===== config.mk =====
export PLATFORM = sky130hd
export DESIGN_NAME = wildcard_star_pattern_matcher_top
export DESIGN_NICKNAME = d
export VERILOG_FILES = /design/src/rtl/wspm_pkg.sv /design/src/rtl/wildcard_star_pattern_matcher_top.sv /design/src/rtl/wspm_config.sv /design/src/rtl/wspm_engine.sv
export SDC_FILE = /design/constraint.sdc
export NUM_CORES = 1
export LEC_CHECK = 0
export BUFFER_PORTS_ARGS = -buffer_cell sky130_fd_sc_hd__buf_2
export CORE_ASPECT_RATIO = 1.2
export CORE_MARGIN = 1
export CORE_UTILIZATION = 55
export DETAILED_ROUTE_END_ITERATION = 10
export PLACE_DENSITY = 0.75
export SLEW_MARGIN = 20
export SYNTH_ARGS = -nofsm -noshare
export SYNTH_HDL_FRONTEND = slang
export SYNTH_SLANG_ARGS = --single-unit

===== constraint.sdc =====
create_clock -name clock -period 6.7 [get_ports clock]
set_clock_uncertainty 0.05 [all_clocks]
set_input_delay 0.335 -clock clock [delete_from_list [all_inputs] [get_ports clock]]
set_output_delay 0.335 -clock clock [all_outputs]
set_load 0.05 [all_outputs]

===== src/rtl/wspm_pkg.sv =====
// Package for the wildcard star pattern matcher: shared constants, codes and types.
// Used by every module in the rtl folder; it depends on nothing else.
package wspm_pkg;

   localparam int MaxPattern = 16;
   localparam int ByteWidth  = 8;
   localparam int LenWidth   = 5;
   localparam int SetWidth   = MaxPattern + 1;
   localparam int CsrWidth   = 64;
   localparam int CsrIdxWidth = 2;

   localparam logic [ByteWidth-1:0] StarByte = 8'h2A;
   localparam logic [ByteWidth-1:0] DotByte  = 8'h2E;

   // Live set holding only the pattern start position, before closure.
   localparam logic [SetWidth-1:0] RestartSet = SetWidth'(1);

   typedef enum logic {
      ActText = 1'b0,
      ActEnd  = 1'b1
   } wspm_action_type;

   typedef enum logic [CsrIdxWidth-1:0] {
      CsrPatLow  = 2'd0,
      CsrPatHigh = 2'd1,
      CsrPatLen  = 2'd2
   } wspm_csr_type;

   // Decoded pattern handed from the register file to the matching engine.
   typedef struct packed {
      logic [MaxPattern-1:0][ByteWidth-1:0] bytes;
      logic [MaxPattern-1:0]                star;
      logic [MaxPattern-1:0]                in_use;
      logic [LenWidth-1:0]                  len;
   } wspm_cfg_type;

endpackage


===== src/rtl/wildcard_star_pattern_matcher_top.sv =====
// Top level of the wildcard star pattern matcher: input register, engine and result register.
// Depends on wspm_pkg, wspm_config and wspm_engine.
//
// An accepted end-of-text transaction enters the input register and is offered on rsp once
// it has moved on into the result register, after one pass through the engine.
// Throughput: one transaction per cycle. A result waiting under rsp_stall holds a following
// end-of-text transaction in the input register, and while it is held every new transaction
// sees req_stall; a text byte in the input register never waits.
// Reset (synchronous, active high) clears the pattern registers and the valid flags and
// leaves the live set at the pattern start position.
module wildcard_star_pattern_matcher_top (
   input  logic                              clock,
   input  logic                              reset,
   // Text byte and end-of-text transactions.
   input  logic                              req_valid,
   output logic                              req_stall,
   input  logic                              req_action,
   input  logic [wspm_pkg::ByteWidth-1:0]    req_text_byte,
   // Match results, one for each end-of-text transaction.
   output logic                              rsp_valid,
   input  logic                              rsp_stall,
   output logic                              rsp_matched,
   // Pattern register writes.
   input  logic                              csr_write_enable,
   input  logic [wspm_pkg::CsrIdxWidth-1:0]  csr_index,
   input  logic [wspm_pkg::CsrWidth-1:0]     csr_wdata
);

   logic                           in_valid_ff, in_valid_in;
   logic                           in_action_ff, in_action_in;
   logic [wspm_pkg::ByteWidth-1:0] in_byte_ff, in_byte_in;
   logic                           rsp_valid_ff, rsp_valid_in;
   logic                           rsp_matched_ff, rsp_matched_in;

   wspm_pkg::wspm_cfg_type cfg;
   logic                   cfg_restart;
   logic                   engine_matched;
   logic                   end_item;
   logic                   out_free;
   logic                   advance;
   logic                   req_accept;

   wspm_config u_config (
      .clock            (clock),
      .reset            (reset),
      .csr_write_enable (csr_write_enable),
      .csr_index        (csr_index),
      .csr_wdata        (csr_wdata),
      .cfg              (cfg),
      .cfg_restart      (cfg_restart)
   );

   // The held transaction is worked on by the engine in the cycle it leaves the input
   // register. A text byte always leaves at once; an end of text needs room in the
   // result register, which is free when empty or when its result is being taken.
   assign end_item  = (wspm_pkg::wspm_action_type'(in_action_ff) == wspm_pkg::ActEnd);
   assign out_free  = !rsp_valid_ff || !rsp_stall;
   assign advance   = in_valid_ff && (!end_item || out_free);
   assign req_stall = in_valid_ff && !advance;
   assign req_accept = req_valid && !req_stall;

   wspm_engine u_engine (
      .clock       (clock),
      .reset       (reset),
      .fire        (advance),
      .action      (in_action_ff),
      .text_byte   (in_byte_ff),
      .cfg         (cfg),
      .cfg_restart (cfg_restart),
      .matched     (engine_matched)
   );

   // Input register: reloads whenever the held transaction moves on or the stage is empty.
   always_comb begin
      in_valid_in  = in_valid_ff;
      in_action_in = in_action_ff;
      in_byte_in   = in_byte_ff;
      if (req_accept) begin
         in_valid_in  = 1'b1;
         in_action_in = req_action;
         in_byte_in   = req_text_byte;
      end else if (advance) begin
         in_valid_in  = 1'b0;
      end
   end

   // Result register: filled by an end of text, emptied when the consumer takes it.
   always_comb begin
      rsp_valid_in   = rsp_valid_ff;
      rsp_matched_in = rsp_matched_ff;
      if (advance && end_item) begin
         rsp_valid_in   = 1'b1;
         rsp_matched_in = engine_matched;
      end else if (rsp_valid_ff && !rsp_stall) begin
         rsp_valid_in   = 1'b0;
      end
   end

   always_ff @(posedge clock) begin
      if (reset) begin
         in_valid_ff  <= 1'b0;
         rsp_valid_ff <= 1'b0;
      end else begin
         in_valid_ff  <= in_valid_in;
         rsp_valid_ff <= rsp_valid_in;
      end
   end

   always_ff @(posedge clock) begin
      in_action_ff   <= in_action_in;
      in_byte_ff     <= in_byte_in;
      rsp_matched_ff <= rsp_matched_in;
   end

   assign rsp_valid   = rsp_valid_ff;
   assign rsp_matched = rsp_matched_ff;

   // A result only ever appears after an end-of-text transaction left the input register.
   a_rsp_from_end: assert property (@(posedge clock) disable iff (reset)
      $rose(rsp_valid_ff) |-> $past(advance && end_item))
      else $error("result raised without an end-of-text transaction");

   // Back-pressure on the request side comes only from a stalled, occupied result register.
   a_stall_cause: assert property (@(posedge clock) disable iff (reset)
      req_stall |-> (in_valid_ff && end_item && rsp_valid_ff && rsp_stall))
      else $error("request stalled without a blocked result");

   // A text byte passing through never disturbs a waiting result.
   a_text_keeps_rsp: assert property (@(posedge clock) disable iff (reset)
      (advance && !end_item && rsp_valid_ff && rsp_stall) |=>
      (rsp_valid_ff && $stable(rsp_matched_ff)))
      else $error("waiting result disturbed by a text byte");

endmodule


===== src/rtl/wspm_config.sv =====
// Register file for the pattern bytes and length, with pattern decoding.
// Depends on wspm_pkg.
module wspm_config (
   input  logic                                 clock,
   input  logic                                 reset,
   input  logic                                 csr_write_enable,
   input  logic [wspm_pkg::CsrIdxWidth-1:0]     csr_index,
   input  logic [wspm_pkg::CsrWidth-1:0]        csr_wdata,
   output wspm_pkg::wspm_cfg_type               cfg,
   output logic                                 cfg_restart
);

   logic [wspm_pkg::CsrWidth-1:0] pat_low_ff, pat_low_in;
   logic [wspm_pkg::CsrWidth-1:0] pat_high_ff, pat_high_in;
   logic [wspm_pkg::LenWidth-1:0] pat_len_ff, pat_len_in;
   logic [wspm_pkg::LenWidth-1:0] eff_len;
   logic [2*wspm_pkg::CsrWidth-1:0] all_bytes;

   always_comb begin
      pat_low_in  = pat_low_ff;
      pat_high_in = pat_high_ff;
      pat_len_in  = pat_len_ff;
      cfg_restart = 1'b0;
      if (csr_write_enable) begin
         case (wspm_pkg::wspm_csr_type'(csr_index))
            wspm_pkg::CsrPatLow: begin
               pat_low_in  = csr_wdata;
               cfg_restart = 1'b1;
            end
            wspm_pkg::CsrPatHigh: begin
               pat_high_in = csr_wdata;
               cfg_restart = 1'b1;
            end
            wspm_pkg::CsrPatLen: begin
               pat_len_in  = csr_wdata[wspm_pkg::LenWidth-1:0];
               cfg_restart = 1'b1;
            end
            default: begin
               cfg_restart = 1'b0;
            end
         endcase
      end
   end

   always_ff @(posedge clock) begin
      if (reset) begin
         pat_low_ff  <= '0;
         pat_high_ff <= '0;
         pat_len_ff  <= '0;
      end else begin
         pat_low_ff  <= pat_low_in;
         pat_high_ff <= pat_high_in;
         pat_len_ff  <= pat_len_in;
      end
   end

   // A length beyond the pattern store is taken as the full store.
   assign eff_len = (pat_len_ff > wspm_pkg::LenWidth'(wspm_pkg::MaxPattern)) ?
                    wspm_pkg::LenWidth'(wspm_pkg::MaxPattern) : pat_len_ff;
   assign all_bytes = {pat_high_ff, pat_low_ff};

   always_comb begin
      cfg.len = eff_len;
      for (int i = 0; i < wspm_pkg::MaxPattern; i++) begin
         cfg.bytes[i]  = all_bytes[i*wspm_pkg::ByteWidth +: wspm_pkg::ByteWidth];
         cfg.in_use[i] = wspm_pkg::LenWidth'(i) < eff_len;
      end
      // An element followed by a star inside the used length may repeat or be skipped.
      for (int i = 0; i < wspm_pkg::MaxPattern - 1; i++) begin
         cfg.star[i] = (wspm_pkg::LenWidth'(i + 1) < eff_len) &&
                       (all_bytes[(i+1)*wspm_pkg::ByteWidth +: wspm_pkg::ByteWidth] ==
                        wspm_pkg::StarByte);
      end
      cfg.star[wspm_pkg::MaxPattern-1] = 1'b0;
   end

endmodule


===== src/rtl/wspm_engine.sv =====
// Live position set of the pattern automaton: byte step, star-skip closure and restart.
// Depends on wspm_pkg and the decoded pattern from wspm_config.
module wspm_engine (
   input  logic                              clock,
   input  logic                              reset,
   input  logic                              fire,
   input  logic                              action,
   input  logic [wspm_pkg::ByteWidth-1:0]    text_byte,
   input  wspm_pkg::wspm_cfg_type            cfg,
   input  logic                              cfg_restart,
   output logic                              matched
);

   // The register holds the set before closure; closure is applied on every read.
   logic [wspm_pkg::SetWidth-1:0] raw_ff, raw_in;
   logic [wspm_pkg::SetWidth-1:0] live;
   logic [wspm_pkg::SetWidth-1:0] stepped;
   logic [wspm_pkg::SetWidth-1:0] reach_mask;
   logic                          is_end;

   assign is_end = (wspm_pkg::wspm_action_type'(action) == wspm_pkg::ActEnd);

   always_comb begin
      live = raw_ff;
      for (int i = 0; i < wspm_pkg::MaxPattern - 1; i++) begin
         live[i+2] = live[i+2] | (live[i] & cfg.star[i]);
      end
   end

   always_comb begin
      stepped = '0;
      for (int i = 0; i < wspm_pkg::MaxPattern; i++) begin
         if (live[i] && cfg.in_use[i] &&
             ((cfg.bytes[i] == wspm_pkg::DotByte) || (cfg.bytes[i] == text_byte))) begin
            if (cfg.star[i]) begin
               stepped[i] = 1'b1;
            end else begin
               stepped[i+1] = 1'b1;
            end
         end
      end
   end

   assign matched = live[cfg.len];

   always_comb begin
      raw_in = raw_ff;
      if (cfg_restart || (fire && is_end)) begin
         raw_in = wspm_pkg::RestartSet;
      end else if (fire) begin
         raw_in = stepped;
      end
   end

   always_ff @(posedge clock) begin
      if (reset) begin
         raw_ff <= wspm_pkg::RestartSet;
      end else begin
         raw_ff <= raw_in;
      end
   end

   always_comb begin
      for (int i = 0; i < wspm_pkg::SetWidth; i++) begin
         reach_mask[i] = wspm_pkg::LenWidth'(i) <= cfg.len;
      end
   end

   a_end_restarts: assert property (@(posedge clock) disable iff (reset)
      (fire && is_end) |=> (raw_ff == wspm_pkg::RestartSet))
      else $error("live set not restarted after end of text");

   a_cfg_restarts: assert property (@(posedge clock) disable iff (reset)
      cfg_restart |=> (raw_ff == wspm_pkg::RestartSet))
      else $error("live set not restarted after a register write");

   a_within_len: assert property (@(posedge clock) disable iff (reset)
      ((raw_ff & ~reach_mask) == '0))
      else $error("live position beyond the pattern end");

endmodule


==> results of run 1 <==
[critical path, delay by kind of cell (launching register included)]
family,cells,cell delay (ps)
DFF,1,560
and+or+nand+nor,1,660
AOI/OAI and AO/OA,6,1610
[cell type report]
type,count,area share
Timing Repair Buffer,96,0.0546
Clock inverter,8,0.00580
Tap cell,204,0.0269
Clock buffer,23,0.0505
Multi-Input combinational cell,822,0.502
Sequential cell,162,0.352
Inverter,20,0.00791
[sequential cells by signal (all words and copies together), names as in the netlist]
signal	count
end_item	1
in_byte_ff	8
in_valid_ff	1
rsp_matched	1
rsp_valid	1
u_config.pat_high_ff	64
u_config.pat_len_ff	5
u_config.pat_low_ff	64
u_engine.raw_ff	17
[metal layers]
metal / vias up / track usage / wire length, um
li1: 3788 / - / -
met1: 3713 / 0.372 / 9810
met2: 240 / 0.508 / 11200
met3: 55 / 0.0458 / 1100
met4: 0 / 0.128 / 673
met5: - / 0 / 0
[report_power, final]
group          total, mW  internal, mW  switching (mW)
combinational      0.227        0.0923           0.135
clock              0.893         0.503           0.390
sequential          1.05          1.01          0.0398
total               2.17          1.60           0.565
[path summary, 6_finish.rpt]
| check | from | slack (ps) | to |
|---|---|---|---|
| worst min register to register | u_config.pat_low_ff[38]$_SDFFE_PP0P_ | 430 | u_config.pat_low_ff[38]$_SDFFE_PP0P_ |
| worst max register to register | u_config.pat_len_ff[2]$_SDFFE_PP0P_ | 3570 | rsp_matched$_DFFE_PP_ |
| worst min-delay path | req_text_byte[5] | 20 | in_byte_ff[5]$_DFFE_PP_ |
| worst max-delay path | u_config.pat_len_ff[2]$_SDFFE_PP0P_ | 3570 | rsp_matched$_DFFE_PP_ |
[placed cells by master, fill, tap and decap left out, types with 6 or more instances in the layout]
cell,instances
a21oi_1,149
nand3b_1,7
nor2b_1,8
xor2_1,50
buf_4,15
inv_1,19
o21ai_0,16
nor4b_1,9
nor3_1,11
nor2_1,35
buf_2,81
nand3_1,14
clkbuf_16,18
a31oi_1,6
nand2_1,280
a211oi_1,10
mux2i_1,7
xnor2_1,78
dfxtp_1,152
nor4_1,19
nand4_1,28
edfxtp_1,10
[kinds of logic (layout without fill, tap and decap cells)]
family | Yosys count | count (layout)
and+or+nand+nor | 452 | 452
xor gates and xnor gates | 128 | 128
AOI/OAI and AO/OA | 235 | 235
DFF | 162 | 162
buffers and inverters | 92 | 147
muxes | 7 | 7
[stage by stage]
step	utilization	setup WS, ps
final	0.631	3570
after detailed placement	0.596	3660
after global placement	0.596	3700
after global routing	0.631	3360
after CTS	0.631	3640
after floorplan	-	4150
==> impl_results.md, run 1 <==
* Leading area contributor after synthesis: dfxtp_1
* Avg Vias per Cell at 5.84
* First-pass GRT wire length at 36600 um
* Synth warn at 0
* DR iter-0 viols at roughly 560
* Worst-Skew Late Latency at about 430 ps
* Vias in the first global route at between 7k and 8k
* Sequential cell area at 3340 um2
* Synthesized flop and latch total at 162
* Crit-path cells: or4_1 -> a41oi_2 -> o21ai_0 -> a221oi_1 -> a21oi_1 -> a21oi_1 -> o211ai_1
* Status: complete, no violations
* Via Count at 7796
* Core Box Area at 15000 um2
* Hold Crit Class: primary input to register
* Pwr dens at approximately 230 nW/um2
* Layout cells sized above 1 at 0.124
* Synth area leaders: dfxtp_1, nand2_1, a21oi_1, xnor2_1, xor2_1
* Register area share after synthesis at 0.396
* Post-DP HPWL at 15100 um
* Slew headroom at 0.192
* Ys async rst share at 0
* Final Hold Viols at 0
* WP data required at 6820 ps
* Final period utilization at 0.468
* RSZ-0062 raised after global routing: false
* Placed insts at 1304
* Largest net degree at the start of global routing at about 70
* DP Area at 8950 um2
* Post-Synth Simple-Gate Area at 0.250
* First drt pass iteration count at 5
* Syn_nets at 1156
* Remaining global-route overflow at 0
* DIE HEIGHT at 138 um
* Setup violations, final at 0
* Die area at 15900 um2
* Clk pin slew, worst setup/hold paths at 60 ps
* Tot Pwr at 2.17 mW
* CP Capture Type: register
* CP max stage delay at between 600 and 700 ps
* Routed Antenna Nets at 0
* Non-Filler Instances at 1335
* Hold buffer count at cts at 0
* Fillers at 1362
* Main combinational cell family by area after synthesis: simple AND/OR/NAND/NOR gates
* Antenna cells at 0
* Worst slew pin tran at 1210 ps
* Worst R2R Path Depth at 7
* Static Leak at 3.37 nW
* CP max-delay cell: or4_1
* Max Root-Sink Buffers at 2
* Synthesized area per cell at 7.85 um2
* Overall routing resource usage at 0.298
* Type of the worst setup path: register to register
* # clock sinks at 162
* Number of unique standard cell types used by synthesis at 70
* Final Critical Period at between 3000 and 4000 ps
* Routed wire per std cell at about 17 um
* Finished Cell Area at approximately 9500 um2
* Mapped Area at 8440 um2
* TritonCTS clock tree: done
* Die W at 115 um
* GPL Wtd Cong at about 0.96
* Final hold slack at 23.1 ps
* Nets at 1199
* Multi-input logic area at 4760 um2
* TritonCTS buffer count at 17
* Final Max Slew Viols at 0
* XOR/XNOR Fraction of Synth Area at 0.133
* Mapped Cells at 1076
* Routed WL at 22800 um
* Top-area cell type share of the netlist area at 0.360
* Initial Util at 0.562
* Area growth syn-to-layout at 12.3%
* List of most frequent post-synthesis cells: nand2_1, dfxtp_1, a21oi_1
* Most numerous cell in the Yosys netlist: nand2_1
* Post-synthesis compound-gate area fraction at 0.172
* Post-synth EDFFs at 10
* Setup bufs post-CTS at 0
* Total of max-cap violations at 0
* CTS root buffer: clkbuf_16
* Adder-cell share of the synthesized area at 0
* Worst hold stages at 1
* Post-synthesis mux area share at 0.00830
* Startpoint types: register
* Num ports at slightly above 80
* Final TNS setup at 0 ps
* Crit-path max FO at 22
* Synth Flop Type: dfxtp_1
* Rows at 49
* Cell with the most instances on the worst path: a21oi_1
* I/O Buffers at 82
* DRC viols at 0
* H-Tree Depth at 4
* Post-CTS resize count at 0
* Fmax at 319 MHz
* Peak supply drop at 0.157 mV
* Crit path arrival time at 3250 ps
* Initial antenna violation count at 0
Note: power is estimated with default switching activity, not from simulation.
==> run 2: changes to the inputs <==
==> constraint.sdc (replaced) <==
create_clock -name clock -period 3.1 [get_ports clock]
set_clock_uncertainty 0.05 [all_clocks]
set_input_delay 0.155 -clock clock [delete_from_list [all_inputs] [get_ports clock]]
set_output_delay 0.155 -clock clock [all_outputs]
set_load 0.05 [all_outputs]
==> run 2 against run 1 <==
  * Cell count increased by 7.4%
  * Worst hold slack better by 180 ps
  * Power increased by 130%
  * Non-clock buffer count rose by 98
  * Largest cell class unchanged
  * Global-route usage is 2.6 points higher
  * Register-to-register slack worse by 3300 ps
  * First-iteration DRC count rose by 14%
==> impl_results.md, run 2 (synthesis results as in run 1) <==
* Max Root-Sink Buffers at 2 (unchanged)
* Static Leak at 3.84 nW (+14%)
* Clk pin slew, worst setup/hold paths at 60 ps (about the same)
* CP top delay family: compound AO/OA/AOI/OAI gates
* DIE HEIGHT at 138 um (unchanged)
* Fillers at 1218 (-11%)
* DRC viols at 0 (unchanged)
* Worst Setup SP: u_config.pat_len_ff[2]$_SDFFE_PP0P_
* Final TNS setup at 0 ps (unchanged)
* Tot Pwr at 5.08 mW (+130%)
* Nets at 1297 (+8.2%)
* Die W at 115 um (unchanged)
* DR iter-0 viols at 633 (+14%)
* Total of max-cap violations at 0 (unchanged)
* Crit path buf inv count at 1 (+1)
* Status: complete, no violations
* Most frequent cells in the layout: nand2_1, dfxtp_1, a21oi_1, buf_2, xnor2_1
* Remaining global-route overflow at 0 (unchanged)
* H-Tree Depth at 4 (unchanged)
* Avg Vias per Cell at 5.78 (-1.0%)
* Setup bufs post-CTS at 0 (unchanged)
* GPL Wtd Cong at 1.00 (+4.0%)
* Finished Cell Area at 10500 um2 (+11%)
* Non-Filler Instances at 1434 (+7.4%)
* Leading cell type in the layout, fill and taps excluded: nand2_1
* Post-DP HPWL at 16400 um (+8.3%)
* Initial antenna violation count at 0 (unchanged)
* Slew headroom at 0.460 (+0.268)
* Final Util at 0.701 (+0.0697)
* Area growth syn-to-layout at 24.7%
* DP Area at 9150 um2 (+2.3%)
* Vias in the first global route at 7878 (+8.1%)
* Worst setup margin at 275 ps (-3290 ps)
* Initial Util at 0.562 (unchanged)
* Core Box Area at 15000 um2 (unchanged)
* Final period utilization at 0.911 (+0.444)
* Layout cells sized above 1 at 0.133 (+0.00955)
* First-pass GRT wire length at 39200 um (+7.0%)
* CP Capture Type: register
* Overall routing resource usage at 0.324 (+0.0258)
* Hold Crit Class: primary input to register
* Biggest regs: u_config.pat_high_ff x64, u_config.pat_low_ff x64, u_engine.raw_ff x17
* Worst slack, placed at 364 ps (-3290 ps)
* CTS root buffer: clkbuf_16
* Routed Antenna Nets at 0 (unchanged)
* Peak supply drop at 0.365 mV (+130%)
* I/O Buffers at 82 (unchanged)
* Hold Crit Start: reset
* WP data required at 3400 ps (-3420 ps)
* Final Critical Period at 2830 ps (-308 ps)
* Crit-path cells: buf_4 -> o21ai_0 -> a2111o_1 -> a22oi_1 -> nand2_1 -> o211ai_1 -> a32oi_1 -> o31ai_2
* Num ports at 83 (unchanged)
* TritonCTS clock tree: done
* Final Max Slew Viols at 0 (unchanged)
* Largest net degree at the start of global routing at 71 (-1.4%)
* Crit path arrival time at 3120 ps (-130 ps)
* Via Count at 8287 (+6.3%)
* Final hold slack at 207 ps (+184 ps)
* Placed insts at 1326 (+1.7%)
* CP max-delay cell: dfxtp_1
* RSZ-0062 raised after global routing: false
* RR Startpoint: u_config.pat_len_ff[2]$_SDFFE_PP0P_
* Pwr dens at 482 nW/um2 (+110%)
* Setup violations, final at 0 (unchanged)
* TritonCTS buffer count at 17 (unchanged)
* Antenna cells at 0 (unchanged)
* Worst slew pin tran at 805 ps (-408 ps)
* Rows at 49 (unchanged)
* First drt pass iteration count at 5 (unchanged)
* Fmax at 354 MHz (+11%)
* Type of the worst setup path: register to register
* Post-CTS resize count at 0 (unchanged)
* Routed WL at 24800 um (+8.8%)
* CP max stage delay at 560 ps (-100 ps)
* Worst-Skew Late Latency at 430 ps (about the same)
* Die area at 15900 um2 (unchanged)
* Startpoint types: register
* Crit-path max FO at 13 (-41%)
* # clock sinks at 162 (unchanged)
* Routed wire per std cell at 17.3 um (+1.2%)
* Final Hold Viols at 0 (unchanged)
## run 2: cell count changes in the layout (fill, tap and decap cells not counted), moves of 2 or more
cell           previous run  this run
buf_4                    15        34
clkinv_4                  1         3
clkinv_1                  1         3
clkbuf_1                  4         1
buf_12                    0         3
bufinv_16                 0         4
dlygate4sd3_1             0        76
clkinv_2                  3         1
## run 2: metal layers
layer	wire length, um	track usage	part of all wire
met1	10300	0.393	0.41
met2	12200	0.550	0.49
met3	1490	0.0537	0.060
met4	895	0.166	0.036
met5	0	0	0
## run 2: repair_timing
action	CTS	global route
hold buffers	76	0
setup endpoints to repair	0	0
hold endpoints to repair	143	0
## run 2: path summary, 6_finish.rpt
| path | endpoint | slack, ps | cells after the start |
|---|---|---|---|
| hold / removal | u_config.pat_len_ff[0]$_SDFFE_PP0P_ | 210 | 2 |
| hold reg to reg | u_config.pat_low_ff[57]$_SDFFE_PP0P_ | 430 | 2 |
| setup reg to reg | u_engine.raw_ff[14]$_SDFFE_PP0P_ | 270 | 8 |
| setup / recovery | u_engine.raw_ff[14]$_SDFFE_PP0P_ | 270 | 8 |
## run 2: final cells by class
type	count	area [um2]	area share
clock buffers	18	429	0.0407
repair buffers	194	1480	0.141
multi-input cells	822	4760	0.452
clock inverters	14	189	0.0179
flip-flops and latches	162	3340	0.317
well taps	204	255	0.0242
inverters	20	75.1	0.00713
## run 2: report_power, final
group	switching, mW	leakage [nW]	internal, mW
logic	0.320	2.22	0.277
clock network	0.882	0.287	1.34
registers	0.0822	1.33	2.18
